$ cat config.mk
export PLATFORM = sky130hd
export DESIGN_NAME = rational_arithmetic_unit_top_flat
export DESIGN_NICKNAME = d
export VERILOG_FILES = /design/src/hdl/rau_pkg.sv /design/src/hdl/rau_if.sv /design/src/hdl/rau_mul.sv /design/src/hdl/rau_gcd.sv /design/src/hdl/rau_div.sv /design/src/hdl/rational_arithmetic_unit_top.sv /design/src/flat_wrapper.sv
export SDC_FILE = /design/constraint.sdc
export NUM_CORES = 2
export LEC_CHECK = 0
export BUFFER_PORTS_ARGS = -buffer_cell sky130_fd_sc_hd__buf_2
export CORE_ASPECT_RATIO = 1.4
export CORE_UTILIZATION = 45
export CTS_BUF_LIST = sky130_fd_sc_hd__clkbuf_2
export CTS_CLUSTER_SIZE = 16
export DETAILED_ROUTE_END_ITERATION = 6
export GPL_TIMING_DRIVEN = 0
export PLACE_DENSITY = 0.67
export SYNTH_ARGS = -nofsm -noshare
export SYNTH_HDL_FRONTEND = slang
export SYNTH_SLANG_ARGS = --single-unit
$ cat constraint.sdc
create_clock -name clk -period 15.4 [get_ports clk]
set_clock_uncertainty 0.1 [all_clocks]
set_input_delay 0.77 -clock clk [delete_from_list [all_inputs] [get_ports clk]]
set_output_delay 0.77 -clock clk [all_outputs]
set_load 0.02 [all_outputs]
$ cat src/hdl/rau_pkg.sv
// Package with shared types and operation and status codes for the rational arithmetic unit.
package rau_pkg;

    typedef logic [2:0] kind_t;
    typedef logic [1:0] status_t;

    // Operation codes carried in the kind field.
    localparam kind_t KIND_ADD = 3'd0;
    localparam kind_t KIND_SUB = 3'd1;
    localparam kind_t KIND_MUL = 3'd2;
    localparam kind_t KIND_DIV = 3'd3;
    localparam kind_t KIND_ABS = 3'd4;
    localparam kind_t KIND_RED = 3'd5;

    // Result status codes.
    localparam status_t ST_OK   = 2'd0;
    localparam status_t ST_OVF  = 2'd1;
    localparam status_t ST_DIVZ = 2'd2;

endpackage

$ cat src/hdl/rau_if.sv
// Handshake interfaces for the operand and result channels of the rational arithmetic unit.
interface rau_in_if #(
    parameter int VALUE_WIDTH = 16
);
    import rau_pkg::*;

    logic                          valid;
    logic                          ready;
    kind_t                         kind;
    logic signed [VALUE_WIDTH-1:0] first_numerator;
    logic signed [VALUE_WIDTH-1:0] first_denominator;
    logic signed [VALUE_WIDTH-1:0] second_numerator;
    logic signed [VALUE_WIDTH-1:0] second_denominator;

    modport source (
        output valid, kind, first_numerator, first_denominator,
               second_numerator, second_denominator,
        input  ready
    );

    modport sink (
        input  valid, kind, first_numerator, first_denominator,
               second_numerator, second_denominator,
        output ready
    );
endinterface

interface rau_out_if #(
    parameter int VALUE_WIDTH = 16
);
    import rau_pkg::*;

    logic                          valid;
    logic                          ready;
    logic signed [VALUE_WIDTH-1:0] result_numerator;
    logic signed [VALUE_WIDTH-1:0] result_denominator;
    status_t                       status;

    modport source (
        output valid, result_numerator, result_denominator, status,
        input  ready
    );

    modport sink (
        input  valid, result_numerator, result_denominator, status,
        output ready
    );
endinterface

$ cat src/hdl/rau_mul.sv
// Registered signed multiplier shared by all product steps of the unit.
module rau_mul #(
    parameter int WIDTH = 16
) (
    input  logic                        clk,
    input  logic signed [WIDTH-1:0]     a,
    input  logic signed [WIDTH-1:0]     b,
    output logic signed [2*WIDTH-1:0]   product
);
    logic signed [2*WIDTH-1:0] product_reg;

    // One full-width product per cycle, registered.
    always_ff @(posedge clk)
    begin
        product_reg <= a * b;
    end

    assign product = product_reg;
endmodule

$ cat src/hdl/rau_gcd.sv
// Iterative binary gcd unit: one shift or one subtract and compare per cycle.
module rau_gcd #(
    parameter int WIDTH = 16
) (
    input  logic             clk,
    input  logic             rst_n,
    input  logic             start,
    input  logic [WIDTH-1:0] a,
    input  logic [WIDTH-1:0] b,
    output logic             done,
    output logic [WIDTH-1:0] gcd
);
    localparam int KW = $clog2(WIDTH);

    logic             busy_reg, busy_next;
    logic             done_reg, done_next;
    logic [WIDTH-1:0] a_reg, a_next;
    logic [WIDTH-1:0] b_reg, b_next;
    logic [KW-1:0]    k_reg, k_next;
    logic [WIDTH-1:0] g_reg, g_next;

    // Step of Stein's algorithm; the common power of two is restored at the end.
    always_comb
    begin
        busy_next = busy_reg;
        done_next = 1'b0;
        a_next    = a_reg;
        b_next    = b_reg;
        k_next    = k_reg;
        g_next    = g_reg;
        if (start)
        begin
            busy_next = 1'b1;
            a_next    = a;
            b_next    = b;
            k_next    = '0;
        end
        else if (busy_reg)
        begin
            if (a_reg == '0)
            begin
                g_next    = b_reg << k_reg;
                busy_next = 1'b0;
                done_next = 1'b1;
            end
            else if (b_reg == '0)
            begin
                g_next    = a_reg << k_reg;
                busy_next = 1'b0;
                done_next = 1'b1;
            end
            else if (!a_reg[0] && !b_reg[0])
            begin
                a_next = a_reg >> 1;
                b_next = b_reg >> 1;
                k_next = k_reg + 1'b1;
            end
            else if (!a_reg[0])
            begin
                a_next = a_reg >> 1;
            end
            else if (!b_reg[0])
            begin
                b_next = b_reg >> 1;
            end
            else if (a_reg >= b_reg)
            begin
                a_next = a_reg - b_reg;
            end
            else
            begin
                b_next = b_reg - a_reg;
            end
        end
    end

    // Control state.
    always_ff @(posedge clk or negedge rst_n)
    begin
        if (!rst_n)
        begin
            busy_reg <= 1'b0;
            done_reg <= 1'b0;
        end
        else
        begin
            busy_reg <= busy_next;
            done_reg <= done_next;
        end
    end

    // Working values.
    always_ff @(posedge clk)
    begin
        a_reg <= a_next;
        b_reg <= b_next;
        k_reg <= k_next;
        g_reg <= g_next;
    end

    assign done = done_reg;
    assign gcd  = g_reg;
endmodule

$ cat src/hdl/rau_div.sv
// Restoring unsigned divider: one quotient bit per cycle.
module rau_div #(
    parameter int WIDTH = 16
) (
    input  logic             clk,
    input  logic             rst_n,
    input  logic             start,
    input  logic [WIDTH-1:0] dividend,
    input  logic [WIDTH-1:0] divisor,
    output logic             done,
    output logic [WIDTH-1:0] quotient
);
    localparam int CW = $clog2(WIDTH);

    logic             busy_reg, busy_next;
    logic             done_reg, done_next;
    logic [CW-1:0]    cnt_reg, cnt_next;
    logic [WIDTH-1:0] rem_reg, rem_next;
    logic [WIDTH-1:0] quo_reg, quo_next;
    logic [WIDTH-1:0] dvs_reg, dvs_next;
    logic [WIDTH:0]   shifted;
    logic [WIDTH:0]   trial;

    // Shift in the next dividend bit and subtract the divisor when it fits.
    always_comb
    begin
        busy_next = busy_reg;
        done_next = 1'b0;
        cnt_next  = cnt_reg;
        rem_next  = rem_reg;
        quo_next  = quo_reg;
        dvs_next  = dvs_reg;
        shifted   = {rem_reg, quo_reg[WIDTH-1]};
        trial     = shifted - {1'b0, dvs_reg};
        if (start)
        begin
            busy_next = 1'b1;
            cnt_next  = CW'(WIDTH - 1);
            rem_next  = '0;
            quo_next  = dividend;
            dvs_next  = divisor;
        end
        else if (busy_reg)
        begin
            if (shifted >= {1'b0, dvs_reg})
            begin
                rem_next = trial[WIDTH-1:0];
                quo_next = {quo_reg[WIDTH-2:0], 1'b1};
            end
            else
            begin
                rem_next = shifted[WIDTH-1:0];
                quo_next = {quo_reg[WIDTH-2:0], 1'b0};
            end
            if (cnt_reg == '0)
            begin
                busy_next = 1'b0;
                done_next = 1'b1;
            end
            else
            begin
                cnt_next = cnt_reg - 1'b1;
            end
        end
    end

    // Control state.
    always_ff @(posedge clk or negedge rst_n)
    begin
        if (!rst_n)
        begin
            busy_reg <= 1'b0;
            done_reg <= 1'b0;
        end
        else
        begin
            busy_reg <= busy_next;
            done_reg <= done_next;
        end
    end

    // Working values.
    always_ff @(posedge clk)
    begin
        cnt_reg <= cnt_next;
        rem_reg <= rem_next;
        quo_reg <= quo_next;
        dvs_reg <= dvs_next;
    end

    assign done     = done_reg;
    assign quotient = quo_reg;
endmodule

$ cat src/hdl/rational_arithmetic_unit_top.sv
// Top level of the rational arithmetic unit: sequencer around a shared multiplier, gcd and divider.
//
//   channel   direction  word contents
//   operand   in         kind, first and second numerator and denominator
//   result    out        result numerator, result denominator, status
//
// One word is worked on at a time; operand.ready is high only while the sequencer is idle.
// Add and subtract pass through S_M1 to S_M4 and S_FIN to the output register, multiply
// through S_M1 to S_M3 and S_FIN, divide through S_M1 to S_M3, S_NORM and S_FIN, absolute
// value and unknown kinds straight to S_FIN; these steps are set by the three or two
// passes through the registered multiplier. Reduce takes the binary gcd loop (one shift
// or subtract per cycle) plus two passes through the restoring divider, then S_NORM, S_FIN.
// Reset clears the sequencer and the output valid; no clearing pass is needed.
// A result waits in the output register while result.ready is low; the next word is
// accepted meanwhile and its finished result waits in the final state.
module rational_arithmetic_unit_top #(
    parameter int VALUE_WIDTH = 16
) (
    input logic       clk,
    input logic       rst_n,
    rau_in_if.sink    operand,
    rau_out_if.source result
);
    import rau_pkg::*;

    localparam int W  = VALUE_WIDTH;
    localparam int PW = 2 * VALUE_WIDTH;
    localparam int RW = 2 * VALUE_WIDTH + 1;

    localparam logic [3:0] S_IDLE = 4'd0;
    localparam logic [3:0] S_M1   = 4'd1;
    localparam logic [3:0] S_M2   = 4'd2;
    localparam logic [3:0] S_M3   = 4'd3;
    localparam logic [3:0] S_M4   = 4'd4;
    localparam logic [3:0] S_GCD  = 4'd5;
    localparam logic [3:0] S_DIV1 = 4'd6;
    localparam logic [3:0] S_DIV2 = 4'd7;
    localparam logic [3:0] S_NORM = 4'd8;
    localparam logic [3:0] S_FIN  = 4'd9;

    function automatic logic [W-1:0] mag(input logic signed [W-1:0] x);
        return x[W-1] ? (~x + 1'b1) : x;
    endfunction

    function automatic logic signed [W-1:0] sgn(input logic signed [W-1:0] x);
        logic signed [W-1:0] s;
        if (x == '0)
        begin
            s = '0;
        end
        else if (x[W-1])
        begin
            s = '1;
        end
        else
        begin
            s = {{(W-1){1'b0}}, 1'b1};
        end
        return s;
    endfunction

    function automatic logic fits(input logic signed [RW-1:0] v);
        return v[RW-1:W-1] == {(RW-W+1){v[W-1]}};
    endfunction

    logic [3:0]           state_reg, state_next;
    kind_t                kind_reg, kind_next;
    logic signed [W-1:0]  oa_reg, oa_next;
    logic signed [W-1:0]  ob_reg, ob_next;
    logic signed [W-1:0]  oc_reg, oc_next;
    logic signed [W-1:0]  od_reg, od_next;
    logic signed [PW-1:0] p1_reg, p1_next;
    logic signed [PW-1:0] p2_reg, p2_next;
    logic signed [RW-1:0] rn_reg, rn_next;
    logic signed [RW-1:0] rd_reg, rd_next;
    logic                 divz_reg, divz_next;
    logic                 res_valid_reg, res_valid_next;
    logic signed [W-1:0]  res_num_reg, res_num_next;
    logic signed [W-1:0]  res_den_reg, res_den_next;
    status_t              res_status_reg, res_status_next;

    logic signed [W-1:0]  x1, y1, x2, y2;
    logic                 cancel1, cancel2;
    logic signed [W-1:0]  ca, cb, cc, cd;
    logic signed [W-1:0]  mul_a, mul_b;
    logic signed [PW-1:0] mul_p;
    logic signed [RW-1:0] sum;
    logic                 gcd_start, gcd_done;
    logic [W-1:0]         gcd_g;
    logic                 div_start, div_done;
    logic [W-1:0]         div_dividend, div_q;

    // Shared registered multiplier.
    rau_mul #(.WIDTH(W)) u_mul (
        .clk     (clk),
        .a       (mul_a),
        .b       (mul_b),
        .product (mul_p)
    );

    // Iterative gcd of the reduce operand magnitudes.
    rau_gcd #(.WIDTH(W)) u_gcd (
        .clk   (clk),
        .rst_n (rst_n),
        .start (gcd_start),
        .a     (mag(operand.first_numerator)),
        .b     (mag(operand.first_denominator)),
        .done  (gcd_done),
        .gcd   (gcd_g)
    );

    // Divider shared by numerator and denominator of reduce.
    rau_div #(.WIDTH(W)) u_div (
        .clk      (clk),
        .rst_n    (rst_n),
        .start    (div_start),
        .dividend (div_dividend),
        .divisor  (gcd_g),
        .done     (div_done),
        .quotient (div_q)
    );

    // Cross cancellation for multiply and divide; divide uses the reciprocal of the second operand.
    always_comb
    begin
        x1 = operand.first_numerator;
        x2 = operand.first_denominator;
        if (operand.kind == KIND_DIV)
        begin
            y1 = operand.second_denominator;
            y2 = operand.second_numerator;
        end
        else
        begin
            y1 = operand.second_numerator;
            y2 = operand.second_denominator;
        end
        cancel1 = mag(x1) == mag(y2);
        cancel2 = mag(y1) == mag(x2);
        ca = cancel1 ? sgn(x1) : x1;
        cd = cancel1 ? sgn(y2) : y2;
        cb = cancel2 ? sgn(y1) : y1;
        cc = cancel2 ? sgn(x2) : x2;
    end

    // Multiplier operand selection by step.
    always_comb
    begin
        case (state_reg)
            S_M1:
            begin
                mul_a = oa_reg;
                mul_b = ob_reg;
            end
            S_M2:
            begin
                mul_a = oc_reg;
                mul_b = od_reg;
            end
            default:
            begin
                mul_a = od_reg;
                mul_b = ob_reg;
            end
        endcase
    end

    assign div_dividend = (state_reg == S_GCD) ? mag(oa_reg) : mag(od_reg);

    // Cross-multiplied sum for add and subtract.
    assign sum = (kind_reg == KIND_SUB) ? (RW'(p1_reg) - RW'(p2_reg))
                                        : (RW'(p1_reg) + RW'(p2_reg));

    // Sequencer.
    always_comb
    begin
        state_next      = state_reg;
        kind_next       = kind_reg;
        oa_next         = oa_reg;
        ob_next         = ob_reg;
        oc_next         = oc_reg;
        od_next         = od_reg;
        p1_next         = p1_reg;
        p2_next         = p2_reg;
        rn_next         = rn_reg;
        rd_next         = rd_reg;
        divz_next       = divz_reg;
        res_num_next    = res_num_reg;
        res_den_next    = res_den_reg;
        res_status_next = res_status_reg;
        res_valid_next  = res_valid_reg && !result.ready;
        gcd_start       = 1'b0;
        div_start       = 1'b0;

        case (state_reg)
            S_IDLE:
            begin
                if (operand.valid)
                begin
                    kind_next = operand.kind;
                    divz_next = 1'b0;
                    oa_next   = operand.first_numerator;
                    ob_next   = operand.second_denominator;
                    oc_next   = operand.second_numerator;
                    od_next   = operand.first_denominator;
                    case (operand.kind)
                        KIND_ADD, KIND_SUB:
                        begin
                            state_next = S_M1;
                        end
                        KIND_MUL, KIND_DIV:
                        begin
                            oa_next = ca;
                            ob_next = cb;
                            oc_next = cc;
                            od_next = cd;
                            if (operand.kind == KIND_DIV && operand.second_numerator == '0)
                            begin
                                divz_next  = 1'b1;
                                state_next = S_FIN;
                            end
                            else
                            begin
                                state_next = S_M1;
                            end
                        end
                        KIND_ABS:
                        begin
                            rn_next    = RW'(mag(operand.first_numerator));
                            rd_next    = RW'(mag(operand.first_denominator));
                            state_next = S_FIN;
                        end
                        KIND_RED:
                        begin
                            if (operand.first_numerator == '0 &&
                                operand.first_denominator == '0)
                            begin
                                divz_next  = 1'b1;
                                state_next = S_FIN;
                            end
                            else
                            begin
                                gcd_start  = 1'b1;
                                state_next = S_GCD;
                            end
                        end
                        default:
                        begin
                            rn_next    = RW'(operand.first_numerator);
                            rd_next    = RW'(operand.first_denominator);
                            state_next = S_FIN;
                        end
                    endcase
                end
            end
            S_M1:
            begin
                state_next = S_M2;
            end
            S_M2:
            begin
                p1_next    = mul_p;
                state_next = S_M3;
            end
            S_M3:
            begin
                if (kind_reg == KIND_ADD || kind_reg == KIND_SUB)
                begin
                    p2_next    = mul_p;
                    state_next = S_M4;
                end
                else
                begin
                    // A zero numerator forces the denominator to one.
                    rn_next    = RW'(p1_reg);
                    rd_next    = (p1_reg == '0) ? RW'(1) : RW'(mul_p);
                    state_next = (kind_reg == KIND_DIV) ? S_NORM : S_FIN;
                end
            end
            S_M4:
            begin
                rn_next    = sum;
                rd_next    = (sum == '0) ? RW'(1) : RW'(mul_p);
                state_next = S_FIN;
            end
            S_GCD:
            begin
                if (gcd_done)
                begin
                    div_start  = 1'b1;
                    state_next = S_DIV1;
                end
            end
            S_DIV1:
            begin
                if (div_done)
                begin
                    rn_next    = oa_reg[W-1] ? (RW'(0) - RW'(div_q)) : RW'(div_q);
                    div_start  = 1'b1;
                    state_next = S_DIV2;
                end
            end
            S_DIV2:
            begin
                if (div_done)
                begin
                    rd_next    = od_reg[W-1] ? (RW'(0) - RW'(div_q)) : RW'(div_q);
                    state_next = S_NORM;
                end
            end
            S_NORM:
            begin
                // Move the sign to the numerator.
                if (rd_reg[RW-1])
                begin
                    rn_next = -rn_reg;
                    rd_next = -rd_reg;
                end
                state_next = S_FIN;
            end
            S_FIN:
            begin
                if (!res_valid_reg || result.ready)
                begin
                    res_valid_next = 1'b1;
                    if (divz_reg)
                    begin
                        res_num_next    = '0;
                        res_den_next    = '0;
                        res_status_next = ST_DIVZ;
                    end
                    else
                    begin
                        res_num_next    = rn_reg[W-1:0];
                        res_den_next    = rd_reg[W-1:0];
                        res_status_next = (fits(rn_reg) && fits(rd_reg)) ? ST_OK : ST_OVF;
                    end
                    state_next = S_IDLE;
                end
            end
            default:
            begin
                state_next = S_IDLE;
            end
        endcase
    end

    // Control state.
    always_ff @(posedge clk or negedge rst_n)
    begin
        if (!rst_n)
        begin
            state_reg     <= S_IDLE;
            res_valid_reg <= 1'b0;
        end
        else
        begin
            state_reg     <= state_next;
            res_valid_reg <= res_valid_next;
        end
    end

    // Operands, partial products and result words.
    always_ff @(posedge clk)
    begin
        kind_reg       <= kind_next;
        oa_reg         <= oa_next;
        ob_reg         <= ob_next;
        oc_reg         <= oc_next;
        od_reg         <= od_next;
        p1_reg         <= p1_next;
        p2_reg         <= p2_next;
        rn_reg         <= rn_next;
        rd_reg         <= rd_next;
        divz_reg       <= divz_next;
        res_num_reg    <= res_num_next;
        res_den_reg    <= res_den_next;
        res_status_reg <= res_status_next;
    end

    assign operand.ready             = (state_reg == S_IDLE);
    assign result.valid              = res_valid_reg;
    assign result.result_numerator   = res_num_reg;
    assign result.result_denominator = res_den_reg;
    assign result.status             = res_status_reg;
endmodule
$ cat src/flat_wrapper.sv
// flat-port wrapper written by rule: the top's interface ports become plain ports
module rational_arithmetic_unit_top_flat import rau_pkg::*;
#(
    parameter int VALUE_WIDTH = 16
)
  (clk, rst_n, operand_valid, operand_kind, operand_first_numerator, operand_first_denominator, operand_second_numerator, operand_second_denominator, operand_ready, result_valid, result_result_numerator, result_result_denominator, result_status, result_ready);
  rau_in_if #(.VALUE_WIDTH(VALUE_WIDTH)) operand_i ();
  rau_out_if #(.VALUE_WIDTH(VALUE_WIDTH)) result_i ();
  input logic clk;
  input logic rst_n;
  input wire logic [$bits(operand_i.valid)-1:0] operand_valid;
  input wire logic [$bits(operand_i.kind)-1:0] operand_kind;
  input wire logic [$bits(operand_i.first_numerator)-1:0] operand_first_numerator;
  input wire logic [$bits(operand_i.first_denominator)-1:0] operand_first_denominator;
  input wire logic [$bits(operand_i.second_numerator)-1:0] operand_second_numerator;
  input wire logic [$bits(operand_i.second_denominator)-1:0] operand_second_denominator;
  output wire logic [$bits(operand_i.ready)-1:0] operand_ready;
  output wire logic [$bits(result_i.valid)-1:0] result_valid;
  output wire logic [$bits(result_i.result_numerator)-1:0] result_result_numerator;
  output wire logic [$bits(result_i.result_denominator)-1:0] result_result_denominator;
  output wire logic [$bits(result_i.status)-1:0] result_status;
  input wire logic [$bits(result_i.ready)-1:0] result_ready;
  assign operand_i.valid = operand_valid;
  assign operand_i.kind = operand_kind;
  assign operand_i.first_numerator = operand_first_numerator;
  assign operand_i.first_denominator = operand_first_denominator;
  assign operand_i.second_numerator = operand_second_numerator;
  assign operand_i.second_denominator = operand_second_denominator;
  assign operand_ready = operand_i.ready;
  assign result_valid = result_i.valid;
  assign result_result_numerator = result_i.result_numerator;
  assign result_result_denominator = result_i.result_denominator;
  assign result_status = result_i.status;
  assign result_i.ready = result_ready;
  rational_arithmetic_unit_top #(.VALUE_WIDTH(VALUE_WIDTH)) u_core (.clk(clk), .rst_n(rst_n), .operand(operand_i), .result(result_i));
endmodule
==> qor.csv <==
metric,value,unit
outcome,"finished, violations left",
failing checks,"DRC, capacitance limit, slew limit",
Synth Cell Area,36020,sq um
Final Max Slew Viols,10,
htree depth,3,
Least-Margin Pin Slew,1575,ps
Routed WL,116600,um
Synth Area in XOR/XNOR,8.375,%
vias in the first global route,30748,
Initial Util,45.55,%
crit start category,flop,
DRC viols,3,
cell count after synthesis,3958,
RSZ-0062 raised after global routing,no,
final setup violation count,0,
mux share of post-synthesis cell area,3.262,%
Final period util,73.07,%
final core utilization,49.65,%
critical path's most frequent cell,fa_1,
Iter 0 DRT Violations,2752,
WP data arrival,12090,ps
Slew HR,-5.822,%
DIE HEIGHT,336.8,um
Vias,30803,
DRT antenna net count,0,
I/O Pins,107,
Nets,4705,
CTS Buffer Depth,3,
Critical Path RT,16240,ps
Post-synth ARST share,2.387,%
ys flop type,edfxtp_1,
dominant cells by area after synthesis,"edfxtp_1 (26%), fa_1 (15%), ha_1 (6.1%)",
Synth Area in Compound Gates,14.41,%
TritonCTS clock tree,built,
syn nets,4472,
CTS Sinks,377,
Critical Path Sink Type,flop,
initial antenna violation count,9,
fin cells,5335,
Synth cell types,100,
CP Max Fanout,10,
largest family of logic cells by synthesized area,adder cells,
post-route minimum period,11250,ps
Hold Path Stages,3,
Levels on crit path,29,
CP max stage cell,mux2i_1,
Synth top area share,26.01,%
CP max stage delay,830,ps
Synthesis Warnings,0,
Overall Global Routing Usage,28.80,%
router iterations before antenna repair,7,
post-route cell area,39260,sq um
max-cap viol count,1,
die area,81200,sq um
clk_lat worst skew,1190,ps
Avg Inst Size Synth,9.100,sq um
vias per std cell,5.774,
cell class contributing the biggest share of worst-path delay,adder cells,
first-pass GRT wire length,176100,um
WL per Instance,21.86,um
critical path buffer and inverter count,7,
largest net degree at the start of global routing,69,
number of buffers created by CTS,96,
Max Clock Freq,88.86,MHz
hold crit path type,primary input to flop,
Crit Path Category,flop to flop,
RD Place Congestion,1.002,
PortBufs,94,
Total Neg Setup Slack,0,ps
Die Width,241.1,um
final hold vios,0,
DP HPWL,95180,um
number of fill cells,7660,
layout cells sized above 1,8.523,%
Root Buffer,clkbuf_2,
Post-Synth Simple-Gate Area,16.37,%
Worst-path clk slew,110,ps
core area,79070,sq um
Synth area leader,edfxtp_1,
Post-synth EDFFs,312,
Seq cells post-synth,377,
FF-to-FF path depth,29,
Row Count,122,
sequential area share after synthesis,29.75,%
"Cell Area, Placed",37900,sq um
grt ovf,0,
Synth Area in Adders,20.93,%
dpl cells,5110,
area delta synth->final,8.986,%
## worst register-to-register path, delay by kind of cell (launching register included)
kind | cells | cell delay (ps)
AND/OR/NAND/NOR | 4 | 1320
multiplexers | 1 | 840
AO/OA/AOI/OAI | 9 | 3090
adder cells (fa/ha/maj) | 7 | 3240
XOR/XNOR | 1 | 460
buffers and inverters | 7 | 1680
flip-flops | 1 | 370
## through the flow
stage	worst slack [ps]	hold slack [ps]
final	4147	84.66
after CTS	4261	0.3837
after global routing	3792	6.688
after detailed placement	4339	304.5
after floorplan	6154	300.3
after global placement	3234	302.9
## cells by family after synthesis
group	after synthesis
xor+xnor	338
simple gates	1252
compound gates	793
fa+ha+maj	443
buf+inv	644
flops	377
mux	111
## synthesized netlist by cell type (24+ instances only)
master / count
a221o_1: 30
clkbuf_1: 146
o21ai_0: 193
or3_1: 37
nand2_1: 415
fa_1: 266
a21o_1: 43
nand4_1: 35
ha_1: 177
a21oi_1: 208
nand3_1: 63
a211oi_1: 29
nor2b_1: 61
inv_1: 458
a221oi_1: 29
o31ai_1: 26
mux2i_1: 87
nor4_1: 38
and2_1: 24
xor2_1: 113
nand2b_1: 46
edfxtp_1: 312
dfxtp_1: 56
nor2_1: 353
nor3_1: 80
o22ai_1: 24
xnor2_1: 221
## routing by layer
layer,up-vias,wire [um],track usage (%)
met3,391,7863,4.077
met1,14842,42810,32.93
met5,-,0,0
met2,1376,58360,50.52
met4,0,7592,17.49
li1,14194,-,-
## cell usage in the layout (no fill, tap or decap), drive strengths merged, types with 40 or more instances in the layout
| master | count |
|---|---|
| edfxtp | 312 |
| inv | 460 |
| xor2 | 113 |
| nand2b | 46 |
| mux2i | 87 |
| clkinv | 40 |
| nor4 | 40 |
| clkbuf | 281 |
| nand2 | 416 |
| nor2b | 61 |
| fa | 266 |
| buf | 134 |
| o21ai | 201 |
| a21oi | 209 |
| nand3 | 63 |
| or3 | 42 |
| xnor2 | 221 |
| nor3 | 83 |
| a21o | 43 |
| nor2 | 354 |
| ha | 177 |
| dfxtp | 56 |
## final cells by class
| class | instances | area, sq um | share of cell area (%) |
|---|---|---|---|
| well taps | 1054 | 1319 | 3.359 |
| multi-input cells | 2937 | 22850 | 58.22 |
| flip-flops and latches | 377 | 10720 | 27.30 |
| repair buffers | 135 | 894.6 | 2.279 |
| clock inverters | 45 | 296.5 | 0.7554 |
| plain buffers | 184 | 760.7 | 1.938 |
| clock buffers | 133 | 665.6 | 1.696 |
| diodes | 10 | 25.02 | 0.06375 |
| inverters | 460 | 1727 | 4.398 |
## final timing paths
| path | startpoint | end | slack [ps] |
|---|---|---|---|
| min in group asynchronous | rst_n | u_core.u_gcd.busy_reg | 620 |
| max in group asynchronous | rst_n | u_core.state_reg[1] | 14130 |
| min reg2reg | u_core.u_mul.product[0] | u_core.p1_reg[0] | 240 |
| max | u_core.state_reg[1] | u_core.u_mul.product[31] | 4150 |
| max reg2reg | u_core.state_reg[1] | u_core.u_mul.product[31] | 4150 |
| min | operand_first_numerator[11] | u_core.oa_reg[11] | 80 |
## timing repair
item,4_1_cts,5_1_grt
resized for setup,0,0
hold buffers,37,0
setup buffers,0,0
hold endpoints to repair,45,0
Power is not shown: default switching activity piles up to over one toggle a cycle in this logic, so the estimate is an artifact.
